`src/hw/rtl/bssf_ram.sv`:
```
// Generic single-write, single-read RAM with registered read data.
module bssf_ram #(
   parameter int WIDTH = 8,
   parameter int DEPTH = 32
) (
   input  logic                     clock,
   input  logic                     wr_en,
   input  logic [$clog2(DEPTH)-1:0] wr_addr,
   input  logic [WIDTH-1:0]         wr_data,
   input  logic                     rd_en,
   input  logic [$clog2(DEPTH)-1:0] rd_addr,
   output logic [WIDTH-1:0]         rd_data
);

   logic [WIDTH-1:0] mem_ff [DEPTH];
   logic [WIDTH-1:0] rd_data_ff;

   always_ff @(posedge clock) begin
      if (wr_en) begin
         mem_ff[wr_addr] <= wr_data;
      end
      if (rd_en) begin
         rd_data_ff <= mem_ff[rd_addr];
      end
   end

   assign rd_data = rd_data_ff;

endmodule

```
`config.mk`:
```
export PLATFORM = sky130hd
export DESIGN_NAME = bssf_ram
export DESIGN_NICKNAME = d
export VERILOG_FILES = /design/src/hw/rtl/bssf_ram.sv
export SDC_FILE = /design/constraint.sdc
export NUM_CORES = 1
export LEC_CHECK = 0
export BUFFER_PORTS_ARGS = -buffer_cell sky130_fd_sc_hd__buf_2
export CORE_MARGIN = 3
export CORE_UTILIZATION = 60
export DETAILED_ROUTE_END_ITERATION = 10
export PLACE_DENSITY_LB_ADDON = 0.25
export SYNTH_ARGS = -nofsm -noshare
export SYNTH_HDL_FRONTEND = slang
export SYNTH_SLANG_ARGS = --single-unit
```
`constraint.sdc`:
```
create_clock -name clock -period 5.7 [get_ports clock]
set_input_delay 0.285 -clock clock [delete_from_list [all_inputs] [get_ports clock]]
set_output_delay 0.285 -clock clock [all_outputs]
set_load 0.01 [all_outputs]
```
# --- Yosys cells after proc, flatten, opt, wreduce, memory -nomap -nowiden ---
# Memory sizes are Yosys's and may differ from the RTL's. A register that Yosys moved wholly into a read port is not among the register bits.
# Index checks and enable logic that the tools add are counted.
word_totals:
  ff_bits: 0
  ramBits: 256
  input_bits: 21
  output_inout_bits: 8
  word_cells: 3
  n_memories: 1
mem_list:
  columns: ["name", "depth", "word_bits", "rd", "rd_clocked_by_memory_dff", "wr", "line_no", "rtl"]
  rows:
  - ["mem_ff", 32, 8, 1, 1, 1, "15", "logic [WIDTH-1:0] mem_ff [DEPTH];"]
op_classes:
  muxes: 2
ops:
  columns: ["operator", "n"]
  rows:
  - ["two-way mux 1 bit", 2]

# --- Logic depth before layout (Yosys ltp) ---
# Gate-level depths: netlist (run 1).
logic_depth:
  word_depth: 2
  depth_mapped: 5
  mapped_depth_nobuf: 3

# --- Worst setup path before layout (run 1) ---
# No wires, ideal clock.
synth_path:
  kind: "input -> register"
  from: "input port rd_addr[2]"
  to: "register rd_data_ff[0], in the netlist rd_data[0], read port of mem_ff (data pin)"
  setup_time_ns: 0.260
  t_arrival_ns: 1.967
  required_time_ns: 5.440
  slack_ns: 3.473
  path_stages: 5
  path_buffers: 2
  cell_sequence: "clkbuf_1 clkbuf_1 mux4_2 mux4_2 mux2_2"
synth_lines:
  columns: ["element", "line_no", "rtl"]
  rows:
  - ["from (decl)", "11", "input logic [$clog2(DEPTH)-1:0] rd_addr,"]
  - ["to (decl)", "16", "logic [WIDTH-1:0] rd_data_ff;"]

==> results of run 1 <==
stage by stage:
stage | std cells | total power, W | utilization (%) | instance area, um^2
after detailed placement | 643 | 0.002411 | 64.42 | 10460
after floorplan | 417 | 0.002331 | - | 10130
after global routing | 686 | 0.003988 | 68.93 | 11190
after CTS | 686 | 0.003896 | 68.93 | 11190
final | 686 | 0.003872 | 68.93 | 11190
after global placement | 643 | 0.002404 | 64.42 | 10460
cell families (layout without fill, tap and decap cells):
logic type	after synthesis	after routing	synth area share (%)
multiplexers	88	88	18.67
AND/OR/NAND/NOR	45	45	2.050
buffers and inverters	20	73	1.049
flip-flops	264	264	78.23
layout make-up:
cell class / instances / area, um^2 / area share, %
flip-flops and latches: 264 / 7928 / 70.86
multi-input cells: 133 / 2100 / 18.77
clock buffers: 29 / 640.6 / 5.726
well taps: 216 / 270.3 / 2.416
repair buffers: 30 / 157.7 / 1.409
clock inverters: 14 / 91.34 / 0.8165
power by group through the flow:
stage,Clock (W),Combinational [W],Sequential (W)
finish,0.00150,0.000193,0.00218
global route,0.00160,0.000207,0.00218
CTS,0.00152,0.000196,0.00218
detailed placement,0,0.000193,0.00222
global placement,0,0.000188,0.00222
floorplan,0,0.000115,0.00222
worst max-delay path, stage by stage:
cell	delay [ns]
buf_4	0.73
buf_4	0.45
mux4_2	0.57
mux4_2	0.46
mux2_2	0.28
routing by layer:
| metal | share of wire, % | up-vias | wire length [um] | track usage, % |
|---|---|---|---|---|
| li1 | - | 1850 | - | - |
| met5 | 0 | - | 0 | 0 |
| met1 | 44 | 2407 | 8625 | 37.54 |
| met3 | 8.2 | 19 | 1598 | 3.294 |
| met2 | 46 | 225 | 9044 | 33.16 |
| met4 | 1.5 | 0 | 300 | 5.151 |
flip-flops by register name, summed over array words and instances, names as in the netlist:
register / flops
rd_data: 8
mem_ff: 256
cell usage after synthesis:
master / n / share of area (%)
nand2_1: 1 / 0.037
buf_4: 6 / 0.44
nor2_1: 33 / 1.2
nand3_1: 2 / 0.099
buf_2: 1 / 0.049
buf_1: 6 / 0.22
edfxtp_1: 264 / 78
mux2_2: 8 / 0.89
or3b_2: 3 / 0.26
clkbuf_1: 6 / 0.22
buf_6: 1 / 0.11
mux4_2: 80 / 18
or3_1: 1 / 0.062
nand3b_1: 5 / 0.37
worst max path at each step:
stage,start,end,slack [ns]
4_1_cts,rd_addr[0],rd_data[5]$_DFFE_PP_,3.06
5_1_grt,rd_addr[0],rd_data[2]$_DFFE_PP_,2.95
3_5_place_dp,rd_addr[0],rd_data[2]$_DFFE_PP_,2.56
3_3_place_gp,rd_addr[0],rd_data[2]$_DFFE_PP_,2.60
2_1_floorplan,rd_addr[2],rd_data[0]$_DFFE_PP_,3.47
6_report,rd_addr[0],rd_data[5]$_DFFE_PP_,3.14
==> qor.yml, run 1 <==
status: "complete, no violations"
pre_cts_slack_ns: 2.563
cts_buffers: 25
clock_path_buffers: 3
htreeDepth: 1
fin_crit_sh_pct: 44.99
track_usage_pct: 22.68
clock_latency_ns: 0.51
detail-route-antenna-nets: 0
cts.sinks: 264
critPathCaptureType: "register"
critPathMaxFanout: 50
boundaryPins: 29
grt.overflow.total: 0
cp.arrival_ns: 2.82
routabilityCongestion: 0.7978
hold_viol_final: 0
hold_buffers: 0
grt_pass1_vias: 4538
synth.distinct_cells: 14
drive_above_1_share_pct: 32.55
slew_headroom_pct: 34.28
worstHoldStart: "rd_en"
cts_setup_buffers: 0
ys_ff_latch: 264
final_cell_mix: "264 x edfxtp_1, 80 x mux4_2, 33 x nor2_1"
syn_to_final_growth_pct: 10.40
synthCells: 417
drtPass1Iterations: 5
fillers: 1002
rows: 46
routedWlPerCell_um: 28.52
n_antenna_cell: 0
combPwrFrac_pct: 5.0
rr_worst_depth: 3
vdd_drop_max_v: 0.0002953
cap_viol_max_count: 0
critical_path_required_ns: 5.96
critPathKind: "input port to register"
worst_pin_slew_ns: 0.9858
root_buffer: "clkbuf_16"
min_period_ns: 2.564
rsz0062_at_grt: "false"
rrSetupSlack_ns: 3.71
netlist_area_mm2: 0.01013
netSwitchingPower_w: 0.0007785
nNetsFinal: 475
vias_per_cell: 6.561
yosysWarnings: 0
grt_max_degree: 51
initial_core_util_pct: 62.43
die_w_um: 136.0
ctsResizeCount: 0
fin_ws_ns: 3.136
yosysSeqAreaShare_pct: 78.23
setup_viol: 0
powerDensity_mw_per_mm2: 346.1
hold_ws_ns: 0.1477
syn_nets: 438
cp-start-kind: "input port"
final-max-slew-violation-count: 0
min_path_cells: 1
die_y_um: 136.0
r2r-end: "rd_data[2]$_DFFE_PP_"
routed_wirelength_um: 19570
path_clk_slew_ns: 0.06
grt_pass1_wl_um: 30130
pwr-share-clk_pct: 38.8
grt_antenna_before_repair: 0
r2r_start: "mem_ff[21][2]$_DFFE_PP_"
tns_ns: 0
vias: 4501
cts_tree: "built"
dp_hpwl_um: 11880
drc: 0
finClkSkew_ns: 0.005731
hold_end: "rd_data[0]$_DFFE_PP_"
layout_commonest_cell: "edfxtp_1"
portBuffers: 28
die-area_mm2: 0.01849
switching_share_pct: 20.11
power_leakage_nw: 3.452
min_path_type: "input port to register"
internal-power_w: 0.003094
fmaxAchievable_ghz: 0.3900
drtIter0Drc: 563
core_mm2: 0.01623
p_seq_share_pct: 56.2
syn_avg_cell_area_um2: 24.30
Note: power is estimated with default switching activity, not from simulation.
==> run 2, diff against run 1 <==
Settings changed: CORE_UTILIZATION 60 to 55.
Clock period 5.7 ns to 2.18 ns, I/O delays scaled along.
==> run 2 against run 1 <==
Flip-flop and latch count unchanged. Non-clock buffer count up 39. Routed wire length up 2.8%. Die area up 8.7%. Power rose to 2.7 times the previous value. Setup slack worse by 2.9 ns. Core utilization down 4.2 points. Clock-buffer cell count up 4. Clock power rose to 2.9 times the previous value. Register-to-register slack worse by 3.5 ns. Critical path type is now register to register. Critical endpoint is now rd_data[2]$_DFFE_PP_. Largest power group unchanged.
==> qor.yml, run 2 (synthesis gave the netlist of run 1 again) <==
status: "complete, no violations"
cts_setup_buffers: 0  # unchanged
register_area_mm2: 0.007928  # unchanged
critPathMaxFanout: 1  # -98%
root_buffer: "clkbuf_16"
tns_ns: 0  # unchanged
initial_core_util_pct: 56.22  # -6.2 points
hold_buffers: 1  # +1
layout_commonest_cell: "edfxtp_1"
track_usage_pct: 20.97  # -1.7 points
worst_pin_slew_ns: 0.6214  # -0.3645 ns
hold_end: "rd_data[3]$_DFFE_PP_"
portBuffers: 28  # unchanged
grt_pass1_vias: 4610  # +1.6%
critPathCaptureType: "register"
drive_above_1_share_pct: 38.48  # +5.9 points
clock_path_buffers: 3  # unchanged
r2r-end: "rd_data[2]$_DFFE_PP_"
grt_pass1_wl_um: 30680  # +1.8%
fillers: 1194  # +19%
boundaryPins: 29  # unchanged
core_mm2: 0.01802  # +11%
crit_chain: "mux4_2 -> mux4_2 -> mux2_2"
cp.arrival_ns: 2.24  # -0.58 ns
power_leakage_nw: 3.728  # +8.0%
fin_crit_sh_pct: 90.46
setup_viol: 0  # unchanged
rrSetupSlack_ns: 0.21  # -3.50 ns
routabilityCongestion: 0.7429  # -6.9%
htreeDepth: 1  # unchanged
clock_latency_ns: 0.53  # +0.02 ns
grt.busiest_layer: "met1"
fin_area_mm2: 0.01167  # +4.3%
dp_hpwl_um: 12560  # +5.7%
finClkSkew_ns: 0.01460  # +0.008869 ns
path_clk_slew_ns: 0.06  # about the same
slowest_delay_ns: 0.54  # -0.19 ns
drtPass1Iterations: 5  # unchanged
use_met1_pct: 34.45  # -3.1 points
grt_antenna_before_repair: 0  # unchanged
r2r_start: "mem_ff[27][2]$_DFFE_PP_"
cp-start-kind: "register"
grt_max_degree: 44  # -14%
min_path_cells: 2  # +1
final_cell_mix: "264 x edfxtp_1, 80 x mux4_2, 35 x buf_4"
cts_tree: "built"
cts.sinks: 264  # unchanged
cts_buffers: 26  # +4.0%
met3_usage_pct: 3.269  # -0.025 points
critPathKind: "register to register"
use_met2_pct: 30.63  # -2.5 points
critical_path_required_ns: 2.45  # -3.51 ns
rsz0062_at_grt: "false"
worstHoldStart: "rd_addr[3]"
crit_top_cell: "mux4_2"
routed_wirelength_um: 20110  # +2.8%
powerDensity_mw_per_mm2: 903.1  # +160%
die_w_um: 141.7  # +4.2%
slew_headroom_pct: 58.58  # +24 points
drtIter0Drc: 589  # +4.6%
die-area_mm2: 0.02009  # +8.7%
vias: 4620  # +2.6%
multi_input_area_mm2: 0.002100  # unchanged
syn_to_final_growth_pct: 15.14
ctsResizeCount: 0  # unchanged
min_path_type: "input port to register"
rows: 49  # +6.5%
largest_reg_flops: 256  # unchanged
drc: 0  # unchanged
detail-route-antenna-nets: 0  # unchanged
grt.overflow.total: 0  # unchanged
vias_per_cell: 6.235  # -5.0%
min_period_ns: 1.972
hold_viol_final: 0  # unchanged
vdd_drop_max_v: 0.0006924  # +130%
die_y_um: 141.7  # +4.2%
placed_area_mm2: 0.01083  # +3.6%
n_antenna_cell: 0  # unchanged
rr_worst_depth: 3  # unchanged
crit_slowest_cell: "mux4_2"
fmaxAchievable_ghz: 0.5071
cap_viol_max_count: 0  # unchanged
final-max-slew-violation-count: 0  # unchanged
nNetsFinal: 515  # +8.4%
top_register: "mem_ff"
routedWlPerCell_um: 27.14  # -4.8%
-- run 2: changes by cell type in the layout (fill, tap and decap cells not counted), sizes merged --
cell | before | now
buf | 30 | 68
clkinv | 11 | 7
bufinv | 1 | 2
clkbuf | 29 | 33
inv | 0 | 1
dlygate4sd3 | 0 | 1
clkinvlp | 2 | 3
-- run 2: layout make-up --
class	instances	share of cell area (%)
multi-input combinational	133	17.99
clock inverter	13	1.094
clock buffer	33	5.984
sequential	264	67.95
timing repair buffer	69	4.525
tap	229	2.456
-- run 2: stage by stage --
stage                     power [W]  worst slack [ns]  utilization (%)  hold slack (ns)  cells
final                       0.01054            0.2080            64.73          0.09679    741
after detailed placement   0.006344           0.01239            60.09           0.4865    694
after floorplan            0.006095            0.1293                -           0.2079    417
after CTS                   0.01059            0.2103            64.73          0.07853    741
after global routing        0.01084            0.1743            64.73          0.09275    741
after global placement     0.006322           0.02725            60.09           0.4777    694
-- run 2: where the power goes --
group	total [W]	switching, W	internal [W]	leakage [nW]
Combinational	0.000544	0.000297	0.000247	0.948
Sequential	0.00569	0.0000222	0.00567	2.38
Clock	0.00430	0.00180	0.00251	0.396
-- run 2: worst max path at each step --
stage / cells past startpoint / slack [ns] / end / start
after floorplan: 5 / 0.13 / rd_data[0]$_DFFE_PP_ / rd_addr[2]
after global placement: 5 / 0.03 / rd_data[0]$_DFFE_PP_ / rd_addr[0]
after detailed placement: 5 / 0.01 / rd_data[0]$_DFFE_PP_ / rd_addr[0]
after CTS: 3 / 0.21 / rd_data[5]$_DFFE_PP_ / mem_ff[12][5]$_DFFE_PP_
after global routing: 3 / 0.17 / rd_data[5]$_DFFE_PP_ / mem_ff[12][5]$_DFFE_PP_
final: 3 / 0.21 / rd_data[2]$_DFFE_PP_ / mem_ff[27][2]$_DFFE_PP_
-- run 2: worst max-delay path, delay by kind of cell (launching register included) --
family | cells | cell delay, ns
muxes | 3 | 1.32
DFF | 1 | 0.40
-- run 2: layer usage --
metal  routed length, um  up-vias
met2                9404      203
met1                8969     2451
met5                   0        -
met4                 254        0
li1                    -     1942
met3                1486       24
==> run 3, diff against run 2 <==
Settings changed: PLACE_DENSITY set to 0.74, PLACE_DENSITY_LB_ADDON 0.25 to not set.
==> run 3 against run 2 <==
Flip-flop and latch count unchanged. Hold slack better by 0.021 ns. Core utilization down 0.42 points. Critical endpoint is now rd_data[0]$_DFFE_PP_. Via count down 0.22%. Routed wire length up 0.89%. Die area unchanged. Critical path depth unchanged. First-iteration DRC count down 3.2%. Clock-buffer cell count down 4. Clock power down 7.0%.
==> qor.yml, run 3 (synthesis gave the netlist of run 1 again) <==
grt_antenna_before_repair: 0  # unchanged
drtPass1Iterations: 5  # unchanged
rrSetupSlack_ns: 0.21  # about the same
vias_per_cell: 6.247  # +0.19%
routedWlPerCell_um: 27.50  # +1.3%
setup_viol: 0  # unchanged
cap_viol_max_count: 0  # unchanged
cts.sinks: 264  # unchanged
vias: 4610  # -0.22%
final_util_pct: 64.31  # -0.42 points
rr_worst_depth: 3  # unchanged
instances_no_fill: 738  # -0.40%
syn_to_final_growth_pct: 14.40
vdd_drop_max_v: 0.0007934  # +15%
cp.arrival_ns: 2.23  # about the same
powerDensity_mw_per_mm2: 883.6  # -2.2%
critical_path_required_ns: 2.44  # about the same
root_buffer: "clkbuf_16"
min_period_ns: 1.967  # -0.005031 ns
core_mm2: 0.01802  # unchanged
r2r_start: "mem_ff[13][0]$_DFFE_PP_"
finClkSkew_ns: 0.01433  # -0.0002663 ns
r2r-end: "rd_data[0]$_DFFE_PP_"
drtIter0Drc: 570  # -3.2%
grt_max_degree: 41  # -6.8%
final-max-slew-violation-count: 0  # unchanged
critPathCaptureType: "register"
grt_pass1_wl_um: 30930  # +0.81%
grt_pass1_vias: 4762  # +3.3%
die-area_mm2: 0.02009  # unchanged
fillers: 1147  # -3.9%
ctsResizeCount: 0  # unchanged
layout_commonest_cell: "edfxtp_1"
portBuffers: 28  # unchanged
nNetsFinal: 516  # +0.19%
worstSetupStartpoint: "mem_ff[13][0]$_DFFE_PP_"
htreeDepth: 1  # unchanged
min_path_type: "input port to register"
grt.overflow.total: 0  # unchanged
largest_reg_flops: 256  # unchanged
tns_ns: 0  # unchanged
slew_headroom_pct: 57.83  # -0.75 points
worst_pin_slew_ns: 0.6326  # +0.01123 ns
cts_buffers: 25  # -3.8%
critPathMaxFanout: 1  # unchanged
fmaxAchievable_ghz: 0.5084  # +0.26%
boundaryPins: 29  # unchanged
drc: 0  # unchanged
cp-start-kind: "register"
clock_latency_ns: 0.51  # -0.02 ns
rsz0062_at_grt: "false"
routed_wirelength_um: 20290  # +0.89%
detail-route-antenna-nets: 0  # unchanged
final_cell_mix: "264 x edfxtp_1, 80 x mux4_2, 38 x buf_4"
status: "complete, no violations"
die_w_um: 141.7  # unchanged
fin_crit_sh_pct: 90.23  # -0.23 points
drive_above_1_share_pct: 37.52  # -0.95 points
top_register: "mem_ff"
track_usage_pct: 21.06  # +0.093 points
routabilityCongestion: 0.7364  # -0.87%
die_y_um: 141.7  # unchanged
clock_path_buffers: 3  # unchanged
n_antenna_cell: 0  # unchanged
power_leakage_nw: 3.698  # -0.81%
cp-endpoint: "rd_data[0]$_DFFE_PP_"
dp.cells: 696  # +0.29%
critPathKind: "register to register"
initial_core_util_pct: 56.22  # unchanged
path_clk_slew_ns: 0.06  # about the same
dp_hpwl_um: 12420  # -1.1%
rows: 49  # unchanged
cts_tree: "built"
hold_viol_final: 0  # unchanged
## run 3: metrics by stage
stage	total power (W)	setup WS (ns)	hold WS [ns]	instance area [um^2]
after floorplan	0.006095	0.1293	0.2079	10130
after global placement	0.006327	-0.003267	0.5084	10830
after detailed placement	0.006346	-0.01264	0.5019	10830
after CTS	0.01032	0.2009	0.1051	11590
after global routing	0.01055	0.1789	0.1352	11590
final	0.01024	0.2131	0.1177	11590
## run 3: worst min-delay path by stage
stage	startpoint	cells past startpoint	slack (ns)	endpoint
2_1_floorplan	wr_data[0]	0	0.21	mem_ff[0][0]$_DFFE_PP_
3_3_place_gp	rd_en	1	0.51	rd_data[7]$_DFFE_PP_
3_5_place_dp	rd_en	1	0.50	rd_data[1]$_DFFE_PP_
4_1_cts	wr_data[1]	1	0.11	mem_ff[5][1]$_DFFE_PP_
5_1_grt	rd_addr[3]	2	0.14	rd_data[4]$_DFFE_PP_
6_report	wr_data[1]	1	0.12	mem_ff[5][1]$_DFFE_PP_
## run 3: worst max-delay path, cell delays in order, from the launching register on
cell	delay [ns]
edfxtp_1	0.36
mux4_2	0.55
mux4_2	0.52
mux2_2	0.30
## run 3: per-layer routing
layer	wire (um)	share of wire [%]	vias up	global-route usage (%)
li1	-	-	1936	-
met1	8769	43	2454	33.78
met2	9576	47	188	31.53
met3	1476	7.3	32	2.764
met4	471	2.3	0	5.455
met5	0	0	-	0
## run 3: area by class of cell
class / instances / area, um^2 / area share (%)
well taps: 229 / 286.5 / 2.472
clock buffers: 29 / 640.6 / 5.526
repair buffers: 71 / 530.5 / 4.576
clock inverters: 12 / 107.6 / 0.9282
multi-input cells: 133 / 2100 / 18.11
flip-flops and latches: 264 / 7928 / 68.39
## run 3: power by group
group          internal (W)  switching [W]  total (W)
clock               0.00232        0.00169    0.00400
combinational      0.000247       0.000304   0.000551
sequential          0.00567      0.0000214    0.00569
## run 3: repair_timing
item / CTS / global route
hold endpoints to repair: 8 / 0
hold buffers: 1 / 0
setup buffers: 0 / 0
