**config.mk**
```make
export PLATFORM = sky130hd
export DESIGN_NAME = bssf_fnv
export DESIGN_NICKNAME = d
export VERILOG_FILES = /design/src/hw/rtl/bssf_pkg.sv /design/src/hw/rtl/bssf_fnv.sv
export SDC_FILE = /design/constraint.sdc
export NUM_CORES = 1
export LEC_CHECK = 0
export CAP_MARGIN = 20
export CORE_AREA = 2 2 166 168
export DETAILED_ROUTE_END_ITERATION = 8
export DIE_AREA = 0 0 168 170
export DONT_BUFFER_PORTS = 1
export GPL_TIMING_DRIVEN = 0
export PLACE_DENSITY_LB_ADDON = 0.1
export SYNTH_ARGS = -nofsm -noshare
export SYNTH_HDL_FRONTEND = slang
export SYNTH_SLANG_ARGS = --single-unit
```
**constraint.sdc**
```tcl
create_clock -name clock -period 18.3 [get_ports clock]
set_input_delay 2.745 -clock clock [delete_from_list [all_inputs] [get_ports clock]]
set_output_delay 2.745 -clock clock [all_outputs]
set_load 0.05 [all_outputs]
```
**src/hw/rtl/bssf_pkg.sv**
```systemverilog
// Types, constants and the hash step function of the signature filter.
package bssf_pkg;

   typedef enum logic {
      REQ_DATA   = 1'b0,
      REQ_REPORT = 1'b1
   } req_kind_type;

   localparam int ION_TAB_LEN   = 8;
   localparam int SHELL_TAB_LEN = 4;
   localparam int ION_SLOT_W    = 3;
   localparam int SHELL_SLOT_W  = 2;

   localparam logic [6:0] ION_Z_TAB [ION_TAB_LEN] =
      '{7'd14, 7'd14, 7'd16, 7'd16, 7'd26, 7'd26, 7'd26, 7'd27};
   localparam logic [4:0] ION_STAGE_TAB [ION_TAB_LEN] =
      '{5'd1, 5'd2, 5'd1, 5'd2, 5'd1, 5'd2, 5'd3, 5'd2};
   localparam logic [7:0] SHELL_TAB [SHELL_TAB_LEN] =
      '{8'd0, 8'd8, 8'd43, 8'd49};

   localparam logic [63:0] FNV_BASIS    = 64'hCBF2_9CE4_8422_2325;
   // Prime is 2^40 + 0x1B3.
   localparam int          FNV_SHIFT    = 40;
   localparam logic [63:0] FNV_PRIME_LO = 64'h1B3;
   localparam int          HASH_STEPS   = 8;
   localparam int          STEP_W       = $clog2(HASH_STEPS);

   localparam logic [26:0] ID_LIMIT  = 27'd100000000;
   localparam logic [47:0] TALLY_MAX = 48'hFFFF_FFFF_FFFF;
   localparam logic [31:0] COUNT_MAX = 32'hFFFF_FFFF;

   typedef struct packed {
      logic [31:0] count;
      logic [63:0] hash;
      logic [63:0] sum;
      logic [26:0] first;
      logic [26:0] last;
      logic        rising;
   } bin_rec_type;

   localparam int BIN_REC_W = $bits(bin_rec_type);

   localparam bin_rec_type BIN_RESET = '{
      count:  32'd0,
      hash:   FNV_BASIS,
      sum:    64'd0,
      first:  27'd0,
      last:   27'd0,
      rising: 1'b0
   };

   typedef struct packed {
      logic        load;
      logic [63:0] basis;
      logic [26:0] id;
   } fnv_ctl_type;

   typedef struct packed {
      logic        done;
      logic [63:0] hash;
   } fnv_stat_type;

   // One FNV-1a round: fold in a byte, multiply by the prime as shift plus small product.
   function automatic logic [63:0] fnv_step(input logic [63:0] h, input logic [7:0] b);
      logic [63:0] x;
      x = h ^ {56'd0, b};
      return (x << FNV_SHIFT) + (x * FNV_PRIME_LO);
   endfunction

endpackage

```
**src/hw/rtl/bssf_fnv.sv**
```systemverilog
// Iterative FNV-1a-64 unit: one byte of the id per cycle, lowest byte first.
module bssf_fnv (
   input  logic                  clock,
   input  logic                  reset,
   input  bssf_pkg::fnv_ctl_type ctl,
   output bssf_pkg::fnv_stat_type stat
);
   import bssf_pkg::*;

   logic [63:0]       hash_ff;
   logic [31:0]       byte_sr_ff;
   logic [STEP_W-1:0] step_ff;
   logic              run_ff;
   logic              done_ff;

   always_ff @(posedge clock) begin
      if (reset) begin
         run_ff  <= 1'b0;
         done_ff <= 1'b0;
         step_ff <= '0;
      end else begin
         done_ff <= 1'b0;
         if (ctl.load) begin
            hash_ff    <= ctl.basis;
            byte_sr_ff <= {5'd0, ctl.id};
            step_ff    <= '0;
            run_ff     <= 1'b1;
         end else if (run_ff) begin
            // Upper bytes of the id are zero once the shifter empties.
            hash_ff    <= fnv_step(hash_ff, byte_sr_ff[7:0]);
            byte_sr_ff <= byte_sr_ff >> 8;
            step_ff    <= step_ff + STEP_W'(1);
            if (step_ff == STEP_W'(HASH_STEPS - 1)) begin
               run_ff  <= 1'b0;
               done_ff <= 1'b1;
            end
         end
      end
   end

   assign stat.done = done_ff;
   assign stat.hash = hash_ff;

endmodule

```
# Word-level counts from Yosys, hierarchy flattened

Index checks and enable logic that the tools add are counted.
W data, S select, Z words.

Output and inout bits: 65
Input port bits: 94
Word-level logic and storage cells: 24
Register bits after elaboration: 96

Muxes and demuxes: 8
Eq/ne operators: 1
$add $sub $neg: 2
Multiply operators: 1
Reduce and logical (&&, ||, !) cells: 4
Bitwise gates (word level): 3

Operators with widths:

| operator                | count |
|---|---|
| $mux W64                | 2 |
| $add A64 B64 Y64        | 1 |
| $mul A64 B9 Y64 const B | 1 |
| $xor A64 B8 Y64         | 1 |
| $mux W27                | 2 |
| $mux W1                 | 4 |
| $add A3 B1 Y3 const B   | 1 |
| $eq A3 B3 Y1 const B    | 1 |
| $reduce_or A3 Y1        | 1 |
| $not A1 Y1              | 2 |
| $reduce_and A2 Y1       | 1 |
| $reduce_bool A2 Y1      | 1 |
| $reduce_or A2 Y1        | 1 |

# Longest topological paths before layout

Gate-level depths: netlist of run 1.

Depth in word-level cells: 5
Depth in mapped cells: 24
Mapped depth without buffers: 23

# Least setup slack after synthesis of run 1

OpenSTA, ideal clock, no wires.

Path type: input to register
Start: input ctl[91] (netlist name)
End: register byte_sr_ff[0] (enable)
Slack: 10.630 ns
Required time: 17.759 ns
Cell stages on the path: 4
Setup time: 0.541 ns
Arrival time: 7.129 ns
Path buffers: 2
Cells stage by stage: clkbuf_1 > clkbuf_1 > nor2_1 > nor2_1

Longest elaborated chain between the ends: 2

RTL lines:

| element                             | line           | RTL |
|---|---|---|
| from (decl)                         | bssf_fnv.sv:5  | `input bssf_pkg::fnv_ctl_type ctl,` |
| $reduce_bool A2 Y1 (no source line) | --             |  |
| $reduce_and A2 Y1 (no source line)  | --             |  |
| to (signal assigned)                | bssf_fnv.sv:25 | `byte_sr_ff <= {5'd0, ctl.id};` |
| to (signal assigned)                | bssf_fnv.sv:31 | `byte_sr_ff <= byte_sr_ff >> 8;` |
| to (decl)                           | bssf_fnv.sv:11 | `logic [31:0] byte_sr_ff;` |

Every way passes these cells.
A chain may end at the register's enable or synchronous reset.

# Worst setup path in the final report of run 1

Start: register hash_ff[4]
End: register hash_ff[61], data pin

Longest elaborated chain between the ends: 5

RTL lines:

| element                | line           | RTL |
|---|---|---|
| from (decl)            | bssf_fnv.sv:10 | `logic [63:0] hash_ff;` |
| from (signal assigned) | bssf_fnv.sv:24 | `hash_ff <= ctl.basis;` |
| from (signal assigned) | bssf_fnv.sv:30 | `hash_ff <= fnv_step(hash_ff, byte_sr_ff[7:0]);` |
| $xor A64 B8 Y64 *      | bssf_pkg.sv:66 | `x = h ^ {56'd0, b};` |
| $mul A64 B9 Y64        | bssf_pkg.sv:67 | `return (x << FNV_SHIFT) + (x * FNV_PRIME_LO);` |
| $add A64 B64 Y64 *     | bssf_pkg.sv:67 |  |
| $mux W64 *             | bssf_fnv.sv:28 | `end else if (run_ff) begin` |
| $mux W64 *             | bssf_fnv.sv:23 | `if (ctl.load) begin` |

Mark *: on every way between the ends. The rest lies on a longest branch, timed or not. The select of a mux whose other input is x is not followed.

==> results of run 1 <==
==> layout make-up <==
type	instances	area, sq um
antenna	2	5.00
buffer	50	198
clock buffer	9	225
clock inverter	7	93.8
fill	2302	10100
inverter	436	1640
multi-input combinational	1084	11100
sequential	96	2830
tap	341	427
timing repair buffer	3	67.6
==> routing by layer <==
| layer | up-vias | routed length [microns] | global-route usage |
|---|---|---|---|
| li1 | 5343 | - | - |
| met1 | 5442 | 19000 | 0.438 |
| met2 | 396 | 18600 | 0.468 |
| met3 | 36 | 2930 | 0.0616 |
| met4 | 2 | 854 | 0.0745 |
| met5 | - | 11 | 0 |
==> state kept, by name, summed over array words and instances (netlist names) <==
| signal | flops |
|---|---|
| run_ff | 1 |
| hash_ff | 64 |
| step_ff | 3 |
| done_ff | 1 |
| byte_sr_ff | 27 |
==> cells in the mapped netlist (12+ instances only) <==
library cell and count:
sky130_fd_sc_hd__xor2_1 62, sky130_fd_sc_hd__nand2_1 111, sky130_fd_sc_hd__nand3_1 13, sky130_fd_sc_hd__nor2_1 25, sky130_fd_sc_hd__edfxtp_1 91, sky130_fd_sc_hd__xnor2_1 70
sky130_fd_sc_hd__clkbuf_1 41, sky130_fd_sc_hd__o21ai_0 81, sky130_fd_sc_hd__and2_1 12, sky130_fd_sc_hd__a21o_1 55, sky130_fd_sc_hd__nand4_1 12, sky130_fd_sc_hd__mux2_2 26
sky130_fd_sc_hd__ha_1 198, sky130_fd_sc_hd__a21oi_1 70, sky130_fd_sc_hd__nor3_1 16, sky130_fd_sc_hd__inv_1 435, sky130_fd_sc_hd__fa_1 210, sky130_fd_sc_hd__o21ai_1 15
==> worst max-delay path, stage by stage, from the launching register on <==
cell and delay, ns:
sky130_fd_sc_hd__edfxtp_1 0.64, sky130_fd_sc_hd__xnor2_1 0.75, sky130_fd_sc_hd__inv_1 0.16, sky130_fd_sc_hd__ha_1 0.36
sky130_fd_sc_hd__xor2_1 0.42, sky130_fd_sc_hd__ha_1 0.35, sky130_fd_sc_hd__fa_1 0.47, sky130_fd_sc_hd__ha_1 0.29
sky130_fd_sc_hd__ha_1 0.22, sky130_fd_sc_hd__fa_1 0.46, sky130_fd_sc_hd__a21oi_1 0.19, sky130_fd_sc_hd__o21ai_1 0.11
sky130_fd_sc_hd__a2111o_2 0.54, sky130_fd_sc_hd__a41oi_4 0.28, sky130_fd_sc_hd__nor3_4 0.08, sky130_fd_sc_hd__a31oi_2 0.42
sky130_fd_sc_hd__o41a_4 0.26, sky130_fd_sc_hd__o31ai_4 0.10, sky130_fd_sc_hd__a41oi_1 0.27, sky130_fd_sc_hd__xor2_1 0.30
sky130_fd_sc_hd__o21ai_1 0.09
==> per-stage QoR <==
stage / hold slack (ns) / cell area, sq um / util / instances / setup WS (ns)
floorplan: 0.497 / 15800 / - / 1666 / 10.63
detailed placement: 0.524 / 16300 / 0.610 / 2010 / 11.24
global placement: 0.509 / 16200 / 0.607 / 2007 / 8.13
finish: 0.534 / 16600 / 0.622 / 2028 / 11.24
global route: 0.565 / 16600 / 0.622 / 2027 / 10.96
CTS: 0.537 / 16600 / 0.622 / 2026 / 11.22
==> logic make-up after synthesis <==
group                      share of synthesized area
muxes                                         0.0198
and+or+nand+nor                               0.0696
adders and majority gates                      0.424
AOI/OAI and AO/OA                              0.117
xor gates and xnor gates                      0.0734
buffers and inverters                          0.116
DFF                                            0.180
==> path summary, 6_finish.rpt <==
check	start	depth (start not counted)	slack [ns]	end
setup / recovery	hash_ff[4]$_DFFE_PP_	20	11.24	hash_ff[61]$_DFFE_PP_
setup reg to reg	hash_ff[4]$_DFFE_PP_	20	11.24	hash_ff[61]$_DFFE_PP_
hold / removal	step_ff[2]$_SDFFE_PP0P_	2	0.53	step_ff[2]$_SDFFE_PP0P_
hold reg to reg	step_ff[2]$_SDFFE_PP0P_	2	0.53	step_ff[2]$_SDFFE_PP0P_
==> impl_metrics.json, run 1 <==
{
  "cts-resized-gates": 0,
  "fp.dieW_microns": 168,
  "first_pass_grt_wire_length_microns": 64800,
  "critical_path_peak_fanout": 4,
  "crit_arrival_ns": 7.17,
  "status": "complete, no violations",
  "post_drt_wl_per_cell_microns": 20.4,
  "cts_root_buf": "sky130_fd_sc_hd__clkbuf_16",
  "global_route.usage.total": 0.302,
  "dp.final_hpwl_microns": 35900,
  "tns_ns": 0,
  "drive_above_1_share": 0.0392,
  "report.final.setup_viol": 0,
  "cts_made_buffers": 9,
  "layout.cells.most_common": "sky130_fd_sc_hd__inv_1",
  "rsz0062_at_grt": "false",
  "ys_async_sr_fraction": 0,
  "route.final.wire_length_microns": 41400,
  "synth_edf_count": 91,
  "drtPass1Iterations": 5,
  "worst_hold_path_type": "flip-flop to flip-flop",
  "grt_antenna_before_repair": 3,
  "cts_tree": "yes",
  "final_period_minus_worst_setup_slack_ns": 7.06,
  "grt_start_max_net_pins": 31,
  "mostFrequentLayoutCells": "435 x sky130_fd_sc_hd__inv_1, 210 x sky130_fd_sc_hd__fa_1, 198 x sky130_fd_sc_hd__ha_1",
  "max_cap_violations": 0,
  "ctsHtreeMaxLevel": 3,
  "setup_crit_start_kind": "flip-flop",
  "synth_top_cell_by_area": "sky130_fd_sc_hd__fa_1",
  "critical_path_class": "flip-flop to flip-flop",
  "drc_markers": 0,
  "placementRows": 60,
  "fmax_mhz": 142,
  "gr-total-overflow": 0,
  "synth.top_cell.area_share": 0.267,
  "io_buffer_count": 0,
  "setup.worst_path.end_class": "flip-flop",
  "core_region_area_sq_um": 26700,
  "initial_core_util": 0.591,
  "areaGrowthSynthToFinish_pct": 5.24,
  "finalHoldViolations": 0,
  "worst-endpoint-required_ns": 18.41,
  "ys_seq_elements": 96,
  "postSynthAreaPerCell_sq_um": 9.46,
  "die-area_sq_um": 28600,
  "clk-insertion-delay-late_ns": 0.38,
  "gpl.final_weighted_congestion": 0.944,
  "first_global_vias": 11415,
  "finalClockSkew_ns": 0.0133,
  "ys_seq_area_frac": 0.180,
  "vias_per_cell": 5.53,
  "number_of_buffers_inserted_for_hold_repair_after_clock_tree_synthesis": 0,
  "boundary_pins": 159,
  "finish.net_count": 2182,
  "synthDistinctLibCells": 65,
  "synth.area.top_cells": "sky130_fd_sc_hd__fa_1 27%, sky130_fd_sc_hd__edfxtp_1 17%, sky130_fd_sc_hd__ha_1 16%",
  "dr_total_vias": 11219,
  "synthCells": 1666,
  "cts.repair_timing.setup_buffer_count": 0,
  "finalCritPeriodShare": 0.386,
  "max-slew-margin-rel": 0.321,
  "syn_area_sq_um": 15800,
  "clkSlewWorstSetupHoldPaths_ns": 0.09,
  "worst_slew_pin_slew_ns": 1.01,
  "floorplan.die.height_microns": 170,
  "ys_dominant_reg_cell": "sky130_fd_sc_hd__edfxtp_1",
  "dr.first_iter.drc_count": 835,
  "antenna_violating_nets_post_route": 0,
  "cts_buffer_depth": 2,
  "clock_sink_count": 96,
  "syn_nets": 2168,
  "slew_violations": 0,
  "synthesis.yosys.warnings": 0
}
Power of run 1 is not shown: default switching activity piles up to over one toggle a cycle in this logic, so the estimate is an artifact.
==> run 2: changes to the inputs <==
- clock period: 18.3 -> 7.3 ns (I/O delays scaled with it)
==> run 2 against run 1 <==
Against the previous run:
- register-to-register slack lost 11 ns
- wire length is essentially flat
- utilization grew 0.056 points
- first-iteration DRC count grew 4.1%
- flip-flop and latch count is the same
- worst setup slack lost 11 ns
- die area is the same
- clock skew shrank 0.00071 ns
- sequential share of layout area is essentially flat
- count of clock-buffer cells in the layout is the same
- critical path type unchanged
==> impl_metrics.json, run 2 (same netlist as run 1, synthesis figures left out) <==
{
  "status": "complete, no violations",
  "worst-endpoint-required_ns": 7.41,
  "grt_antenna_before_repair": 3,
  "timing.hold.ws_ns": 0.538,
  "finalCritPeriodShare": 0.963,
  "worst_hold_path.endpoint": "step_ff[1]$_SDFFE_PP0P_",
  "core_region_area_sq_um": 26700,
  "holdPathStages": 2,
  "gr-total-overflow": 0,
  "drtPass1Iterations": 5,
  "r2r_cells": 20,
  "mostFrequentLayoutCells": "435 x sky130_fd_sc_hd__inv_1, 210 x sky130_fd_sc_hd__fa_1, 198 x sky130_fd_sc_hd__ha_1",
  "clkSlewWorstSetupHoldPaths_ns": 0.09,
  "timing.critical_path.slowest_cell_delay_ns": 0.88,
  "worst_flop_to_flop_path_endpoint": "hash_ff[61]$_DFFE_PP_",
  "cts.repair_timing.setup_buffer_count": 0,
  "startpoint": "hash_ff[3]$_DFFE_PP_",
  "setup_crit_start_kind": "flip-flop",
  "path_common_cell": "sky130_fd_sc_hd__ha_1",
  "max-slew-margin-rel": 0.325,
  "route.final.wire_length_microns": 41400,
  "critical_path_class": "flip-flop to flip-flop",
  "gpl.final_weighted_congestion": 0.944,
  "cts_buffer_depth": 2,
  "io_buffer_count": 0,
  "critical_path.n_buffers_inverters": 1,
  "slew_violations": 0,
  "setup.worst_path.end_class": "flip-flop",
  "top_register": "hash_ff",
  "floorplan.die.height_microns": 170,
  "n_fill_cell": 2298,
  "clock_sink_count": 96,
  "grt_start_max_net_pins": 31,
  "cp_top_family": "compound AO/OA/AOI/OAI gates",
  "max_cap_violations": 0,
  "die-area_sq_um": 28600,
  "final_util": 0.623,
  "dr_total_vias": 11223,
  "cp_slowest_cell": "sky130_fd_sc_hd__xnor2_1",
  "crit_arrival_ns": 7.14,
  "top_regs": "hash_ff: 64 flops, byte_sr_ff: 27 flops, step_ff: 3 flops",
  "cts_tree": "yes",
  "fmax_mhz": 142,
  "worst_hold_path_type": "flip-flop to flip-flop",
  "initial_core_util": 0.591,
  "finish.net_count": 2182,
  "vias_per_cell": 5.53,
  "number_of_buffers_inserted_for_hold_repair_after_clock_tree_synthesis": 0,
  "global_route.usage.total": 0.302,
  "antenna_violating_nets_post_route": 0,
  "cts_root_buf": "sky130_fd_sc_hd__clkbuf_16",
  "placementRows": 60,
  "boundary_pins": 159,
  "cts_made_buffers": 9,
  "dr.first_iter.drc_count": 869,
  "largest_register_ffs": 64,
  "fp.dieW_microns": 168,
  "drc_markers": 0,
  "areaGrowthSynthToFinish_pct": 5.34,
  "first_pass_grt_wire_length_microns": 64800,
  "clk-insertion-delay-late_ns": 0.38,
  "report.final.setup_viol": 0,
  "tns_ns": 0,
  "r2r_setup_slk_ns": 0.27,
  "rr_startpoint": "hash_ff[3]$_DFFE_PP_",
  "layout.cells.most_common": "sky130_fd_sc_hd__inv_1",
  "critical_path_peak_fanout": 5,
  "finalClockSkew_ns": 0.0126,
  "drive_above_1_share": 0.0404,
  "finalHoldViolations": 0,
  "worst_slew_pin_slew_ns": 1.00,
  "first_global_vias": 11415,
  "dp.final_hpwl_microns": 35900,
  "path_cells": "xnor2_1, inv_1, ha_1, xor2_1, ha_1, fa_1, ha_1, ha_1, fa_1, a21oi_1, o21ai_1, a2111o_2, a41oi_4, nor3_4, a31oi_2, o41a_4, o31ai_4, a41oi_1, xor2_1, o21ai_1",
  "post_drt_wl_per_cell_microns": 20.4,
  "hold_path_startpoint": "step_ff[1]$_SDFFE_PP0P_",
  "ctsHtreeMaxLevel": 3,
  "rsz0062_at_grt": "false",
  "final_period_minus_worst_setup_slack_ns": 7.03
}
==> run 2: cell counts in the layout (fill, tap and decap cells not counted) <==
Identical to the previous run, type by type.
==> run 2: tightest hold or removal path, delay by kind of cell (launching register included) <==
kind             cells  cell delay (ns)
DFF                  1             0.32
and+or+nand+nor      1             0.06
muxes                1             0.12
==> run 2: per-layer routing <==
layer / wire [microns] / part of all wire / track usage / up-vias
met5: 11 / 0.00027 / 0 / -
met4: 864 / 0.021 / 0.0745 / 2
met3: 2920 / 0.071 / 0.0616 / 39
met2: 18600 / 0.45 / 0.468 / 392
met1: 19000 / 0.46 / 0.438 / 5452
li1: - / - / - / 5338
==> run 2: repair_timing <==
item,4_1_cts,5_1_grt
gates resized for setup,0,2
setup endpoints to repair,0,3
hold endpoints to repair,0,0
==> run 2: how the worst max path moves through the flow <==
stage / end / slack (ns) / cells after the start
6_report: hash_ff[61]$_DFFE_PP_ / 0.27 / 20
5_1_grt: hash_ff[60]$_DFFE_PP_ / 0.01 / 19
4_1_cts: hash_ff[61]$_DFFE_PP_ / 0.22 / 20
3_5_place_dp: hash_ff[61]$_DFFE_PP_ / 0.24 / 20
3_3_place_gp: hash_ff[32]$_DFFE_PP_ / -1.22 / 4
2_1_floorplan: byte_sr_ff[0]$_DFFE_PP_ / 1.28 / 4
==> run 2: cell type report <==
cell class | count | area [sq um] | share of cell area
Multi-Input combinational cell | 1084 | 11100 | 0.670
Timing Repair Buffer | 3 | 67.6 | 0.00407
Buffer | 50 | 198 | 0.0119
Clock buffer | 9 | 225 | 0.0136
Tap cell | 341 | 427 | 0.0257
Sequential cell | 96 | 2830 | 0.171
Inverter | 436 | 1640 | 0.0986
Antenna cell | 2 | 5.00 | 0.000301
Clock inverter | 7 | 93.8 | 0.00565
==> run 2: stage by stage <==
stage	worst slack, ns	cell area, sq um	std cells
global route	0.0108	16600	2027
floorplan	1.28	15800	1666
global placement	-1.22	16200	2007
detailed placement	0.243	16300	2010
CTS	0.224	16600	2026
finish	0.270	16600	2028
Power of run 2 is left out for the same reason.
